--- config.mk ---
export PLATFORM = sky130hd
export DESIGN_NAME = osc_envelope_base64_deframer
export DESIGN_NICKNAME = d
export VERILOG_FILES = /design/src/hw/rtl/osc_b64_pkg.sv /design/src/hw/rtl/osc_envelope_base64_deframer.sv
export SDC_FILE = /design/constraint.sdc
export NUM_CORES = 1
export LEC_CHECK = 0
export ABC_AREA = 1
export BUFFER_PORTS_ARGS = -buffer_cell sky130_fd_sc_hd__buf_2
export CELL_PAD_IN_SITES_DETAIL_PLACEMENT = 1
export CELL_PAD_IN_SITES_GLOBAL_PLACEMENT = 1
export CORE_ASPECT_RATIO = 1.75
export CORE_MARGIN = 2
export CORE_UTILIZATION = 51
export CTS_CLUSTER_DIAMETER = 120
export DETAILED_ROUTE_END_ITERATION = 6
export PLACE_DENSITY = 0.82
export SLEW_MARGIN = 10
export SYNTH_ARGS = -nofsm -noshare
export SYNTH_HDL_FRONTEND = slang
export SYNTH_SLANG_ARGS = --single-unit
--- constraint.sdc ---
create_clock -name clock -period 15.45 [get_ports clock]
set_clock_uncertainty 0.1 [all_clocks]
set_input_delay 1.545 -clock clock [delete_from_list [all_inputs] [get_ports clock]]
set_output_delay 1.545 -clock clock [all_outputs]
set_load 0.005 [all_outputs]
--- src/hw/rtl/osc_b64_pkg.sv ---
// ----------------------------------------------------------------------------
// osc_b64_pkg
// Shared types, character codes and the base64 alphabet lookup for the
// terminal envelope deframer.
// ----------------------------------------------------------------------------
`default_nettype none

package osc_b64_pkg;

   // Scanner modes of the byte stream parser.
   typedef enum logic [2:0] {
      MODE_RAW,
      MODE_AFTER_ESC,
      MODE_CODE,
      MODE_FLAG,
      MODE_BODY,
      MODE_BODY_ESC
   } mode_type;

   // Result word kinds as they appear on the response channel.
   typedef enum logic [1:0] {
      KIND_RAW     = 2'd0,
      KIND_PAYLOAD = 2'd1,
      KIND_END     = 2'd2
   } kind_type;

   localparam logic [7:0] CH_ESC      = 8'h1B;
   localparam logic [7:0] CH_BEL      = 8'h07;
   localparam logic [7:0] CH_BSLASH   = 8'h5C;
   localparam logic [7:0] CH_RBRACKET = 8'h5D;
   localparam logic [7:0] CH_EQUALS   = 8'h3D;
   localparam logic [7:0] CH_SEMI     = 8'h3B;
   localparam logic [7:0] CH_ZERO     = 8'h30;
   localparam logic [7:0] CH_ONE      = 8'h31;
   localparam logic [7:0] CH_NINE     = 8'h39;
   localparam logic [7:0] CH_PLUS     = 8'h2B;
   localparam logic [7:0] CH_SLASH    = 8'h2F;
   localparam logic [7:0] CH_UPPER_A  = 8'h41;
   localparam logic [7:0] CH_UPPER_Z  = 8'h5A;
   localparam logic [7:0] CH_LOWER_A  = 8'h61;
   localparam logic [7:0] CH_LOWER_Z  = 8'h7A;

   localparam logic [5:0] SEXTET_PLUS  = 6'd62;
   localparam logic [5:0] SEXTET_SLASH = 6'd63;
   localparam logic [7:0] LOWER_BASE   = 8'd26;
   localparam logic [7:0] DIGIT_BASE   = 8'd52;

   // At most three result words follow from one input byte.
   localparam int MAX_RESULTS  = 3;
   localparam int RESULT_DEPTH = 4;

   typedef struct packed {
      logic       ok;
      logic [5:0] value;
   } sextet_type;

   // Maps one character to its base64 value; ok is low outside the alphabet.
   function automatic sextet_type sextet_of(input logic [7:0] c);
      sextet_type s;
      logic [7:0] d;
      s = '0;
      d = '0;
      if (c inside {[CH_UPPER_A:CH_UPPER_Z]}) begin
         d = c - CH_UPPER_A;
         s.ok = 1'b1;
      end else if (c inside {[CH_LOWER_A:CH_LOWER_Z]}) begin
         d = c - CH_LOWER_A + LOWER_BASE;
         s.ok = 1'b1;
      end else if (c inside {[CH_ZERO:CH_NINE]}) begin
         d = c - CH_ZERO + DIGIT_BASE;
         s.ok = 1'b1;
      end else if (c == CH_PLUS) begin
         d = {2'b00, SEXTET_PLUS};
         s.ok = 1'b1;
      end else if (c == CH_SLASH) begin
         d = {2'b00, SEXTET_SLASH};
         s.ok = 1'b1;
      end
      s.value = d[5:0];
      return s;
   endfunction

endpackage

`default_nettype wire

--- src/hw/rtl/osc_envelope_base64_deframer.sv ---
// ----------------------------------------------------------------------------
// osc_envelope_base64_deframer
// Splits a terminal byte stream into raw bytes and base64 decoded envelope
// payloads, closing each envelope with a message-end word.
// ----------------------------------------------------------------------------
// The request channel carries one stream byte per word. Bytes outside an
// envelope of the form ESC ] code ; flag ; body (ST or BEL) come back as raw
// words, but a header that breaks off is dropped. Body characters are decoded
// in quartets into payload words, and the terminator gives a message-end word
// with the code, the flag and the count of decoded bytes. Each word on the
// response channel marks whether it is the last one caused by its input byte.
// An accepted byte sits in an input register, is decoded there in a single
// pass, and its zero to three result words are written together into a
// four-word result queue, from which the first result is offered; while
// the queue lacks room the byte waits in the input register. One byte is
// taken in every cycle while the queue holds at most one word; a byte that
// yields three payload words therefore holds the request side while they
// drain, one word a cycle while the receiver does not stall, the rate set
// by the single read port of the queue.
// Reset empties the input register and the queue and returns the scanner to
// raw passthrough. When the receiver stalls, the head word is held unchanged;
// once the queue holds two words or more, req_stall rises for a waiting byte.
// ----------------------------------------------------------------------------
`default_nettype none

module osc_envelope_base64_deframer #(
   parameter int CODE_BITS  = 16,
   parameter int COUNT_BITS = 20
) (
   input  logic                  clock,
   input  logic                  reset,
   input  logic                  req_valid,
   output logic                  req_stall,
   input  logic [7:0]            req_in_byte,
   output logic                  rsp_valid,
   input  logic                  rsp_stall,
   output logic [1:0]            rsp_out_kind,
   output logic [7:0]            rsp_out_data,
   output logic [CODE_BITS-1:0]  rsp_osc_code,
   output logic                  rsp_is_compressed,
   output logic [COUNT_BITS-1:0] rsp_payload_len,
   output logic                  rsp_last_of_run
);
   import osc_b64_pkg::*;

   localparam int PTR_BITS  = $clog2(RESULT_DEPTH);
   localparam int FILL_BITS = $clog2(RESULT_DEPTH + 1);
   localparam logic [CODE_BITS+3:0] CODE_MAX_WIDE = {4'd0, {CODE_BITS{1'b1}}};
   localparam logic [COUNT_BITS:0]  COUNT_MAX_WIDE = {1'b0, {COUNT_BITS{1'b1}}};

   typedef struct packed {
      kind_type              kind;
      logic [7:0]            data;
      logic [CODE_BITS-1:0]  code;
      logic                  comp;
      logic [COUNT_BITS-1:0] len;
      logic                  last;
   } entry_type;

   function automatic entry_type make_entry(input kind_type k, input logic [7:0] d,
                                            input logic [CODE_BITS-1:0] cd, input logic cp,
                                            input logic [COUNT_BITS-1:0] ln);
      entry_type e;
      e.kind = k;
      e.data = d;
      e.code = cd;
      e.comp = cp;
      e.len  = ln;
      e.last = 1'b0;
      return e;
   endfunction

   // Input register.
   logic       in_valid_ff, in_valid_in;
   logic [7:0] in_byte_ff;

   // Scanner state.
   mode_type              mode_ff, mode_in;
   logic [CODE_BITS-1:0]  code_ff, code_in;
   logic                  flag_ff, flag_in;
   logic [5:0]            sx_ff [3];
   logic [5:0]            sx_in [3];
   logic [1:0]            carry_count_ff, carry_count_in;
   logic                  carry_invalid_ff, carry_invalid_in;
   logic                  pad_seen_ff, pad_seen_in;
   logic [COUNT_BITS-1:0] byte_count_ff, byte_count_in;

   // Result queue.
   entry_type            entry_ff [RESULT_DEPTH];
   logic [PTR_BITS-1:0]  wr_ptr_ff, wr_ptr_in;
   logic [PTR_BITS-1:0]  rd_ptr_ff, rd_ptr_in;
   logic [FILL_BITS-1:0] fill_ff, fill_in;

   entry_type res [MAX_RESULTS];
   logic [1:0] res_count;
   logic [1:0] pay_count;

   logic room, proc, accept, pop;
   logic [7:0] c;
   entry_type head;

   // The queue must hold the worst case of one byte before the byte is decoded.
   assign room      = fill_ff <= FILL_BITS'(RESULT_DEPTH - MAX_RESULTS);
   assign proc      = in_valid_ff && room;
   assign req_stall = in_valid_ff && !room;
   assign accept    = req_valid && !req_stall;
   assign pop       = rsp_valid && !rsp_stall;
   assign c         = in_byte_ff;
   assign in_valid_in = accept || (in_valid_ff && !proc);

   // Next scanner mode.
   always_comb begin
      mode_in = mode_ff;
      case (mode_ff)
         MODE_AFTER_ESC: begin
            if (c == CH_RBRACKET) mode_in = MODE_CODE;
            else if (c == CH_ESC) mode_in = MODE_AFTER_ESC;
            else mode_in = MODE_RAW;
         end
         MODE_CODE: begin
            if (c inside {[CH_ZERO:CH_NINE]}) mode_in = MODE_CODE;
            else if (c == CH_SEMI) mode_in = MODE_FLAG;
            else mode_in = MODE_RAW;
         end
         MODE_FLAG: begin
            if (c inside {CH_ZERO, CH_ONE}) mode_in = MODE_FLAG;
            else if (c == CH_SEMI) mode_in = MODE_BODY;
            else mode_in = MODE_RAW;
         end
         MODE_BODY: begin
            if (c == CH_ESC) mode_in = MODE_BODY_ESC;
            else if (c == CH_BEL) mode_in = MODE_RAW;
            else mode_in = MODE_BODY;
         end
         MODE_BODY_ESC: begin
            if (c inside {CH_BSLASH, CH_BEL}) mode_in = MODE_RAW;
            else if (c == CH_ESC) mode_in = MODE_BODY_ESC;
            else mode_in = MODE_BODY;
         end
         default: begin
            if (c == CH_ESC) mode_in = MODE_AFTER_ESC;
            else mode_in = MODE_RAW;
         end
      endcase
   end

   // Decode datapath and result words.
   always_comb begin
      logic                 body_go;
      logic                 do_finish;
      logic [1:0]           cc;
      logic                 ci;
      logic                 ps;
      sextet_type           sv;
      logic [CODE_BITS+3:0] prod;
      logic [COUNT_BITS:0]  count_sum;

      body_go   = 1'b0;
      do_finish = 1'b0;
      cc        = carry_count_ff;
      ci        = carry_invalid_ff;
      ps        = pad_seen_ff;
      sv        = sextet_of(c);
      prod      = ({4'd0, code_ff} << 3) + ({4'd0, code_ff} << 1)
                  + (CODE_BITS + 4)'(c[3:0]);
      count_sum = '0;
      code_in   = code_ff;
      flag_in   = flag_ff;
      byte_count_in = byte_count_ff;
      for (int i = 0; i < 3; i++) sx_in[i] = sx_ff[i];
      for (int i = 0; i < MAX_RESULTS; i++) res[i] = '0;
      res_count = '0;
      pay_count = '0;

      case (mode_ff)
         MODE_AFTER_ESC: begin
            if (c == CH_RBRACKET) begin
               code_in = '0;
               flag_in = 1'b0;
            end else begin
               // The held ESC was not an envelope opener.
               res[res_count] = make_entry(KIND_RAW, CH_ESC, '0, 1'b0, '0);
               res_count = res_count + 2'd1;
               if (c != CH_ESC) begin
                  res[res_count] = make_entry(KIND_RAW, c, '0, 1'b0, '0);
                  res_count = res_count + 2'd1;
               end
            end
         end
         MODE_CODE: begin
            if (c inside {[CH_ZERO:CH_NINE]}) begin
               code_in = (prod > CODE_MAX_WIDE) ? '1 : prod[CODE_BITS-1:0];
            end
         end
         MODE_FLAG: begin
            if (c inside {CH_ZERO, CH_ONE}) begin
               flag_in = (c == CH_ONE);
            end else if (c == CH_SEMI) begin
               cc = '0;
               ci = 1'b0;
               ps = 1'b0;
               byte_count_in = '0;
            end
         end
         MODE_BODY: begin
            body_go = 1'b1;
         end
         MODE_BODY_ESC: begin
            if (c == CH_BSLASH) begin
               do_finish = 1'b1;
            end else begin
               // A lone ESC in the body is an invalid character; it never
               // completes a usable quartet, so it gives no bytes.
               if (!ps) begin
                  ci = 1'b1;
                  if (cc != 2'd3) begin
                     sx_in[cc] = '0;
                     cc = cc + 2'd1;
                  end else begin
                     cc = '0;
                     ci = 1'b0;
                  end
               end
               body_go = 1'b1;
            end
         end
         default: begin
            if (c != CH_ESC) begin
               res[res_count] = make_entry(KIND_RAW, c, '0, 1'b0, '0);
               res_count = res_count + 2'd1;
            end
         end
      endcase

      if (body_go) begin
         if (c == CH_BEL) begin
            do_finish = 1'b1;
         end else if (c != CH_ESC && !ps) begin
            if (c == CH_EQUALS) begin
               // Padding completes a tail of two or three characters.
               if (!ci && cc >= 2'd2) begin
                  res[res_count] = make_entry(KIND_PAYLOAD, {sx_in[0], sx_in[1][5:4]},
                                              code_ff, flag_ff, '0);
                  res_count = res_count + 2'd1;
                  pay_count = pay_count + 2'd1;
                  if (cc == 2'd3) begin
                     res[res_count] = make_entry(KIND_PAYLOAD,
                                                 {sx_in[1][3:0], sx_in[2][5:2]},
                                                 code_ff, flag_ff, '0);
                     res_count = res_count + 2'd1;
                     pay_count = pay_count + 2'd1;
                  end
               end
               cc = '0;
               ci = 1'b0;
               ps = 1'b1;
            end else begin
               if (!sv.ok) ci = 1'b1;
               if (cc != 2'd3) begin
                  sx_in[cc] = sv.ok ? sv.value : 6'd0;
                  cc = cc + 2'd1;
               end else begin
                  if (!ci) begin
                     res[0] = make_entry(KIND_PAYLOAD, {sx_in[0], sx_in[1][5:4]},
                                         code_ff, flag_ff, '0);
                     res[1] = make_entry(KIND_PAYLOAD, {sx_in[1][3:0], sx_in[2][5:2]},
                                         code_ff, flag_ff, '0);
                     res[2] = make_entry(KIND_PAYLOAD, {sx_in[2][1:0], sv.value},
                                         code_ff, flag_ff, '0);
                     res_count = 2'd3;
                     pay_count = 2'd3;
                  end
                  cc = '0;
                  ci = 1'b0;
               end
            end
         end
      end

      if (pay_count != 2'd0) begin
         count_sum = {1'b0, byte_count_ff} + (COUNT_BITS + 1)'(pay_count);
         byte_count_in = (count_sum > COUNT_MAX_WIDE) ? '1 : count_sum[COUNT_BITS-1:0];
      end

      // The terminator never shares a byte with payload words.
      if (do_finish) begin
         res[res_count] = make_entry(KIND_END, 8'd0, code_ff, flag_ff, byte_count_ff);
         res_count = res_count + 2'd1;
         cc = '0;
         ci = 1'b0;
         ps = 1'b0;
      end

      for (int i = 0; i < MAX_RESULTS; i++) begin
         res[i].last = (2'(i) + 2'd1 == res_count);
      end

      carry_count_in   = cc;
      carry_invalid_in = ci;
      pad_seen_in      = ps;
   end

   assign wr_ptr_in = wr_ptr_ff + (proc ? PTR_BITS'(res_count) : PTR_BITS'(0));
   assign rd_ptr_in = rd_ptr_ff + (pop ? PTR_BITS'(1) : PTR_BITS'(0));
   assign fill_in   = fill_ff - (pop ? FILL_BITS'(1) : FILL_BITS'(0))
                      + (proc ? FILL_BITS'(res_count) : FILL_BITS'(0));

   always_ff @(posedge clock) begin
      if (reset) begin
         in_valid_ff      <= 1'b0;
         mode_ff          <= MODE_RAW;
         code_ff          <= '0;
         flag_ff          <= 1'b0;
         carry_count_ff   <= '0;
         carry_invalid_ff <= 1'b0;
         pad_seen_ff      <= 1'b0;
         byte_count_ff    <= '0;
         wr_ptr_ff        <= '0;
         rd_ptr_ff        <= '0;
         fill_ff          <= '0;
      end else begin
         in_valid_ff <= in_valid_in;
         wr_ptr_ff   <= wr_ptr_in;
         rd_ptr_ff   <= rd_ptr_in;
         fill_ff     <= fill_in;
         if (proc) begin
            mode_ff          <= mode_in;
            code_ff          <= code_in;
            flag_ff          <= flag_in;
            carry_count_ff   <= carry_count_in;
            carry_invalid_ff <= carry_invalid_in;
            pad_seen_ff      <= pad_seen_in;
            byte_count_ff    <= byte_count_in;
         end
      end
   end

   // Payload registers carry no reset.
   always_ff @(posedge clock) begin
      if (accept) begin
         in_byte_ff <= req_in_byte;
      end
      if (proc) begin
         for (int i = 0; i < 3; i++) sx_ff[i] <= sx_in[i];
         for (int i = 0; i < MAX_RESULTS; i++) begin
            if (2'(i) < res_count) begin
               entry_ff[wr_ptr_ff + PTR_BITS'(i)] <= res[i];
            end
         end
      end
   end

   assign head              = entry_ff[rd_ptr_ff];
   assign rsp_valid         = fill_ff != '0;
   assign rsp_out_kind      = head.kind;
   assign rsp_out_data      = head.data;
   assign rsp_osc_code      = head.code;
   assign rsp_is_compressed = head.comp;
   assign rsp_payload_len   = head.len;
   assign rsp_last_of_run   = head.last;

endmodule

`default_nettype wire

==> parameters.txt, run 1 <==
Parameter                              Value

Detailed routing
  DRC    0
  DR iter-0 viols    about 1000
  Vias after detailed routing    16.7k
  Per-cell routed wire length    22.7 µm
  Drt via density    6.06
  DRT antenna net count    0
  1st-pass router iterations    5
  Final wirelength    62500 µm

Synthesis
  Synthesis-stage register bit count    270
  Proportion of synthesized flip-flops having asynchronous set or reset    0
  Primary flip-flop cell chosen by synthesis mapping    sky130_fd_sc_hd__edfxtp_1
  Share of the yosys chip area belonging to registers    0.432
  Synthesis warning total    0
  Syn avg cell area    7.65 µm²
  Mapped Cells    2292
  Cell Area, Synth    17500 µm²
  Net count of the mapped netlist    2371
  Count of cell types in the netlist    53
  Number of synthesized flops with an enable pin    around 220

Die
  Number of rows in the core area    between 80 and 90
  Core area    33900 µm²
  Starting density of the core    0.518
  Die area    36000 µm²
  Y dimension of the die    249 µm
  Die boundary width    144 µm
  Count of boundary I/O pins    62

Global routing
  Number of antenna violations at the first check in global routing    0
  Maximum number of pins on one net before global-route repair    97
  Number of global-route vias before repair    18.2k
  Grt ovf    0
  First-pass GRT wire length    96600 µm
  Overall routing resource usage    0.346

Clock network
  Post-cts sizing count    0
  H-tree levels    1
  Skew-Pair Late Insertion Delay    0.56 ns
  CTS Buf Count    26
  Clock slew seen by the registers of the worst setup and hold paths    approximately 0.060 ns
  CTS tree    done
  CTS Buffer Depth    3
  # clock sinks    270
  Postcts setup bufs    0
  Hold_buf cts    0
  Library cell used as clock root buffer    sky130_fd_sc_hd__clkbuf_16

Power
  Share of power burned in the clock network    0.333
  Share of power burned in combinational logic    0.236
  Net switching power figure    643 µW
  Cell leakage power    0.00782 µW
  Total power divided by cell area    106 nW/µm²
  Cell-internal power    about 1400 µW
  Switching share of power    0.322
  Max IR drop VDD    0.110 mV
  Sequential cell fraction of total power    0.431

Finish
  Most common library cell in the layout ignoring fill and taps    sky130_fd_sc_hd__nand2_1
  Fraction of final layout cells with drive strength greater than 1    0.0991
  Number of nets in the layout    2359
  Commonest cells after routing, fill and taps aside    sky130_fd_sc_hd__nand2_1, sky130_fd_sc_hd__nor2_1, sky130_fd_sc_hd__edfxtp_1
  Post-route cell area    18900 µm²
  Diode count    0
  Filler Cells Inserted    ~4.3k
  Area growth from synthesis to layout    7.86%

Placed design
  Detailed-placement wirelength estimate    between 40000 and 50000 µm
  Cell area after placement    18000 µm²
  Placer congestion estimate    1.01
  Count of buffers inserted at the top-level ports    61
  Worst slack at placement    ~8.5 ns

Timing
  Setup repair after global routing missed its margin    false
  Setup violations, final    0
  Number of hold-slack violations in the final timing report    0
  Fin Hold WS    0.410 ns
  Final critical path time including I/O delays and setup    7.21 ns
  Normalized max-slew margin    0.266
  Post-route fraction of the period consumed by the critical path    0.467
  Final-layout setup total negative slack    0 ns
  Crit path setup slack, layout    8.24 ns
  Fin. max-slew vios    0
  Max Freq    between 0.1 and 0.15 GHz
  Slew at the pin with the worst max-slew slack    1.09 ns

Setup path
  Max Fanout on Critical Path    33
  Worst setup path category    reg -> reg
  Delay of the slowest cell on the worst path    0.82 ns
  Critical Path RT    between 15 and 20 ns
  Cell seen most often among critical-path stages    sky130_fd_sc_hd__nand2_1
  Startpoint kind of the worst setup timing path    flop
  Signal arrival time at the worst endpoint    7.36 ns
  Cell-by-cell listing of the critical path    inv_1, ha_1, nand2_1, nor3_1, nor2_1, nor2_2, inv_1, ha_1, nand2_1, inv_1, a211oi_1, nand2_1, nor2_1, nor2_2, nand2_4, inv_1, ha_1, or2_4, nand2_8, nand4_4, inv_2, nand2_1, nand2_1, nor2_1
  Cell with the biggest individual delay on the critical path    sky130_fd_sc_hd__nand2_1
  Worst setup EP type    flop

Run status
  Status    complete, no violations

Hold path
  Worst min-delay path class    reg -> reg

Job
  Number of maximum-capacitance violations    0
-- cell families after synthesis --
family	count (synthesis)	share of synthesized area
simple gates	1206	0.299
compound gates	425	0.133
buf+inv	289	0.0680
flops	270	0.432
fa+ha+maj	67	0.0495
xor+xnor	35	0.0175
-- power groups by stage --
stage / clock (µW) / sequential (µW) / combinational, µW
2_1_floorplan: 0 / 863 / 272
3_3_place_gp: 0 / 874 / 451
3_5_place_dp: 0 / 877 / 467
4_1_cts: 669 / 862 / 471
5_1_grt: 689 / 867 / 519
6_report: 666 / 862 / 471
-- flip-flops by register name (all words and copies together), names as in the netlist --
signal	cells
byte_count_ff	20
c	8
carry_count_ff	2
carry_invalid_ff	1
code_ff	16
entry_ff	192
fill_ff	3
flag_ff	1
in_valid_ff	1
mode_ff	3
pad_seen_ff	1
rd_ptr_ff	2
sx_ff	18
wr_ptr_ff	2
-- per-layer routing --
layer	GRT usage	wire, µm	up-vias	share of wire
met5	0	0	-	0
li1	-	-	7721	-
met4	0.236	4540	0	0.073
met1	0.364	22200	8111	0.36
met2	0.633	33000	603	0.53
met3	0.0358	2780	268	0.044
-- critical path: cells and delay by family (launching register included) --
| family | cells | cell delay, ns |
|---|---|---|
| AND/OR/NAND/NOR | 15 | 3.94 |
| buffers and inverters | 5 | 1.16 |
| adder cells (fa/ha/maj) | 3 | 0.84 |
| flip-flops | 1 | 0.59 |
| AO/OA/AOI/OAI | 1 | 0.25 |
-- cell usage after synthesis (5+ instances only) --
library cell	n	area (µm²)
sky130_fd_sc_hd__a21oi_1	90	450
sky130_fd_sc_hd__a22oi_1	6	45.0
sky130_fd_sc_hd__a31oi_1	9	56.3
sky130_fd_sc_hd__buf_1	5	18.8
sky130_fd_sc_hd__buf_2	27	135
sky130_fd_sc_hd__buf_4	8	60.1
sky130_fd_sc_hd__buf_6	6	67.6
sky130_fd_sc_hd__clkbuf_1	74	278
sky130_fd_sc_hd__dfxtp_1	52	1040
sky130_fd_sc_hd__edfxtp_1	218	6550
sky130_fd_sc_hd__ha_1	63	788
sky130_fd_sc_hd__inv_1	144	541
sky130_fd_sc_hd__inv_2	22	82.6
sky130_fd_sc_hd__nand2_1	600	2250
sky130_fd_sc_hd__nand2_2	8	50.1
sky130_fd_sc_hd__nand3_1	204	1020
sky130_fd_sc_hd__nand3_2	9	90.1
sky130_fd_sc_hd__nand3b_1	5	37.5
sky130_fd_sc_hd__nand4_1	17	106
sky130_fd_sc_hd__nor2_1	293	1100
sky130_fd_sc_hd__nor2_2	29	181
sky130_fd_sc_hd__nor3_1	13	65.1
sky130_fd_sc_hd__o211ai_1	15	113
sky130_fd_sc_hd__o21ai_0	213	1070
sky130_fd_sc_hd__o21ai_1	8	40.0
sky130_fd_sc_hd__o221ai_1	5	43.8
sky130_fd_sc_hd__o22ai_1	66	413
sky130_fd_sc_hd__xnor2_1	9	78.8
sky130_fd_sc_hd__xor2_1	26	228
-- path summary, 6_finish.rpt --
kind | start | to | slack [ns] | cells after the start
worst max register to register | c[2] | entry_ff[1][16] | 8.24 | 24
worst min-delay path | carry_count_ff[0] | carry_count_ff[0] | 0.41 | 2
worst max-delay path | c[2] | entry_ff[1][16] | 8.24 | 24
worst min register to register | carry_count_ff[0] | carry_count_ff[0] | 0.41 | 2
-- area by class of cell --
type | instances | area (µm²) | share of cell area
well taps | 455 | 569 | 0.0301
clock inverters | 10 | 108 | 0.00569
flip-flops and latches | 270 | 7590 | 0.401
multi-input cells | 1733 | 8810 | 0.465
inverters | 169 | 634 | 0.0335
repair buffers | 80 | 448 | 0.0237
clock buffers | 38 | 767 | 0.0405
-- per-stage QoR --
| stage | total power (µW) | cells | utilization |
|---|---|---|---|
| after floorplan | 1130 | 2292 | - |
| after global placement | 1330 | 2707 | 0.533 |
| after detailed placement | 1340 | 2707 | 0.533 |
| after CTS | 2000 | 2755 | 0.559 |
| after global routing | 2070 | 2755 | 0.559 |
| final | 2000 | 2755 | 0.559 |
Power figures use the tool's default switching activity.
==> inputs of run 2 (changes only) <==
CORE_UTILIZATION = 43   (was 51)
PLACE_DENSITY = 0.74   (was 0.82)
clock period = 6.2 ns   (was 15.45 ns; I/O delays follow)
==> run 2 against run 1 <==
Critical path depth is 4 higher. Power grew to 2.6 times the previous value. Global-route usage is 4.5 points lower. Worst hold slack worse by 0.28 ns. Final cell count is 4.6% higher. Die area is 18% higher. Fmax is 29% higher. Routed wire length is 2.2% higher. Combinational power grew to 2.6 times the previous value.
==> parameters.txt, run 2 (synthesis results as in run 1) <==
Parameter                              Value

Run status
  Status    complete, no violations

Placed design
  Placer congestion estimate    0.949 (-6.4%)
  Detailed-placement wirelength estimate    46000 µm (+6.8%)
  Cell area after placement    18500 µm² (+2.7%)
  Count of buffers inserted at the top-level ports    61 (unchanged)

Die
  Core area    40200 µm² (+19%)
  Starting density of the core    0.437 (-0.0815)
  Number of rows in the core area    97 (+9.0%)
  Die boundary width    157 µm (+8.7%)
  Y dimension of the die    271 µm (+8.8%)
  Count of boundary I/O pins    62 (unchanged)
  Die area    42500 µm² (+18%)

Global routing
  First-pass GRT wire length    98700 µm (+2.2%)
  Number of antenna violations at the first check in global routing    0 (unchanged)
  Overall routing resource usage    0.301 (-0.0453)
  Maximum number of pins on one net before global-route repair    98 (+1.0%)
  Number of global-route vias before repair    17.6k (-3.3%)
  Grt ovf    0 (unchanged)

Timing
  Setup violations, final    0 (unchanged)
  Number of hold-slack violations in the final timing report    0 (unchanged)
  Slew at the pin with the worst max-slew slack    1.12 ns (+0.0320 ns)
  Final-layout setup total negative slack    0 ns (unchanged)
  Normalized max-slew margin    0.251 (-0.0148)
  Max Freq    0.178 GHz (+29%)
  Final critical path time including I/O delays and setup    5.60 ns (-1.61 ns)
  Post-route fraction of the period consumed by the critical path    0.904 (+0.437)
  Fin. max-slew vios    0 (unchanged)

Clock network
  Clock slew seen by the registers of the worst setup and hold paths    0.07 ns (about the same)
  Skew-Pair Late Insertion Delay    0.56 ns (about the same)
  CTS tree    done
  H-tree levels    1 (unchanged)
  CTS Buffer Depth    3 (unchanged)
  CTS Buf Count    27 (+3.8%)
  Hold_buf cts    0 (unchanged)
  Library cell used as clock root buffer    sky130_fd_sc_hd__clkbuf_16
  # clock sinks    270 (unchanged)

Setup path
  Cell seen most often among critical-path stages    sky130_fd_sc_hd__nand2_1
  Worst setup path category    reg -> reg
  Number of buffers and inverters on the critical path    3 (-2)
  CP top delay family    simple AND/OR/NAND/NOR gates
  Cell with the biggest individual delay on the critical path    sky130_fd_sc_hd__edfxtp_1
  Signal arrival time at the worst endpoint    5.99 ns (-1.37 ns)
  Worst setup EP type    flop
  Delay of the slowest cell on the worst path    0.39 ns (-0.43 ns)
  Critical Path RT    6.59 ns (-9.01 ns)
  Max Fanout on Critical Path    13 (-61%)
  Startpoint kind of the worst setup timing path    flop

Power
  Sequential cell fraction of total power    0.413 (-0.018)
  Share of power burned in combinational logic    0.235 (about the same)
  Share of power burned in the clock network    0.352 (+0.019)
  Cell-internal power    3500 µW (+160%)
  Switching share of power    0.319 (-0.00279)
  Max IR drop VDD    0.227 mV (+110%)
  Total power of the final layout    5130 µW (+160%)
  Cell leakage power    0.00797 µW (+1.9%)
  Total power divided by cell area    263 nW/µm² (+150%)
  Net switching power figure    1640 µW (+150%)

Detailed routing
  DRT antenna net count    0 (unchanged)
  Per-cell routed wire length    22.2 µm (-2.3%)
  DRC    0 (unchanged)
  Vias after detailed routing    16.6k (-0.60%)
  1st-pass router iterations    5 (unchanged)
  DR iter-0 viols    892 (-11%)
  Drt via density    5.76 (-5.0%)
  Final wirelength    63900 µm (+2.2%)

Finish
  Post-route cell area    19500 µm² (+3.2%)
  Commonest cells after routing, fill and taps aside    sky130_fd_sc_hd__nand2_1, sky130_fd_sc_hd__nor2_1, sky130_fd_sc_hd__edfxtp_1
  Register containing the most flip-flops in the final layout    entry_ff
  End-of-flow core utilization    0.486 (-0.0728)
  Diode count    0 (unchanged)
  Area growth from synthesis to layout    11.3%
  Fraction of final layout cells with drive strength greater than 1    0.116 (+0.0168)
  Most common library cell in the layout ignoring fill and taps    sky130_fd_sc_hd__nand2_1
  Number of flip-flops under the largest register name    192 (unchanged)
  Number of nets in the layout    2397 (+1.6%)
  Largest registers    entry_ff: 192 flops, byte_count_ff: 20 flops, sx_ff: 18 flops

Job
  Number of maximum-capacitance violations    0 (unchanged)

Hold path
  Worst min-delay path class    in -> reg
## run 2: cell count changes in the layout (fill, tap and decap cells not counted), moves of 2 or more
cell                        delta
sky130_fd_sc_hd__clkinv_4      +3
sky130_fd_sc_hd__nor2_2        -3
sky130_fd_sc_hd__clkbuf_1      -2
sky130_fd_sc_hd__buf_12        +7
sky130_fd_sc_hd__inv_6         +2
sky130_fd_sc_hd__buf_4        +30
sky130_fd_sc_hd__bufinv_16     +3
sky130_fd_sc_hd__clkbuf_8      -2
sky130_fd_sc_hd__nor2_4        +3
sky130_fd_sc_hd__clkinv_2      -3
## run 2: worst paths after layout
check	end	slack (ns)	start	cells past startpoint
max	byte_count_ff[8]	0.60	c[1]	28
min	c[7]	0.14	req_in_byte[7]	1
max reg2reg	byte_count_ff[8]	0.60	c[1]	28
min reg2reg	byte_count_ff[15]	0.40	byte_count_ff[15]	2
## run 2: layout make-up
type	instances	area, µm²
inverter	169	634
clock buffer	34	732
fill	4998	20600
multi-input combinational	1733	8840
tap	544	681
timing repair buffer	117	813
clock inverter	15	235
sequential	270	7590
## run 2: worst reg2reg max path: cells and delay by family, from the launching register on
family	cells	cell delay (ns)
buf+inv	3	0.41
flops	1	0.39
compound gates	4	0.91
fa+ha+maj	3	0.83
simple gates	18	2.91
## run 2: power groups by stage
stage	sequential (µW)	clock (µW)	combinational, µW
final	2120	1810	1210
after floorplan	2150	0	691
after global routing	2130	1890	1320
after CTS	2120	1830	1220
after global placement	2150	0	1180
after detailed placement	2160	0	1220
## run 2: stage by stage
| stage | cells | hold WS, ns | setup WS (ns) |
|---|---|---|---|
| after floorplan | 2292 | 0.358 | 0.396 |
| after CTS | 2882 | 0.125 | 0.162 |
| final | 2882 | 0.135 | 0.597 |
| after detailed placement | 2833 | 0.394 | 0.208 |
| after global placement | 2833 | 0.378 | 0.480 |
| after global routing | 2882 | 0.128 | -0.00878 |
## run 2: metal layers
layer,up-vias,GRT usage,part of all wire
li1,7802,-,-
met1,8167,0.309,0.36
met2,433,0.587,0.55
met3,201,0.0284,0.035
met4,0,0.161,0.058
met5,-,0,0
## run 2: repair_timing
item	CTS	global route
endpoints found under the setup margin	0	20
resized for setup	0	7
buffers inserted	0	0
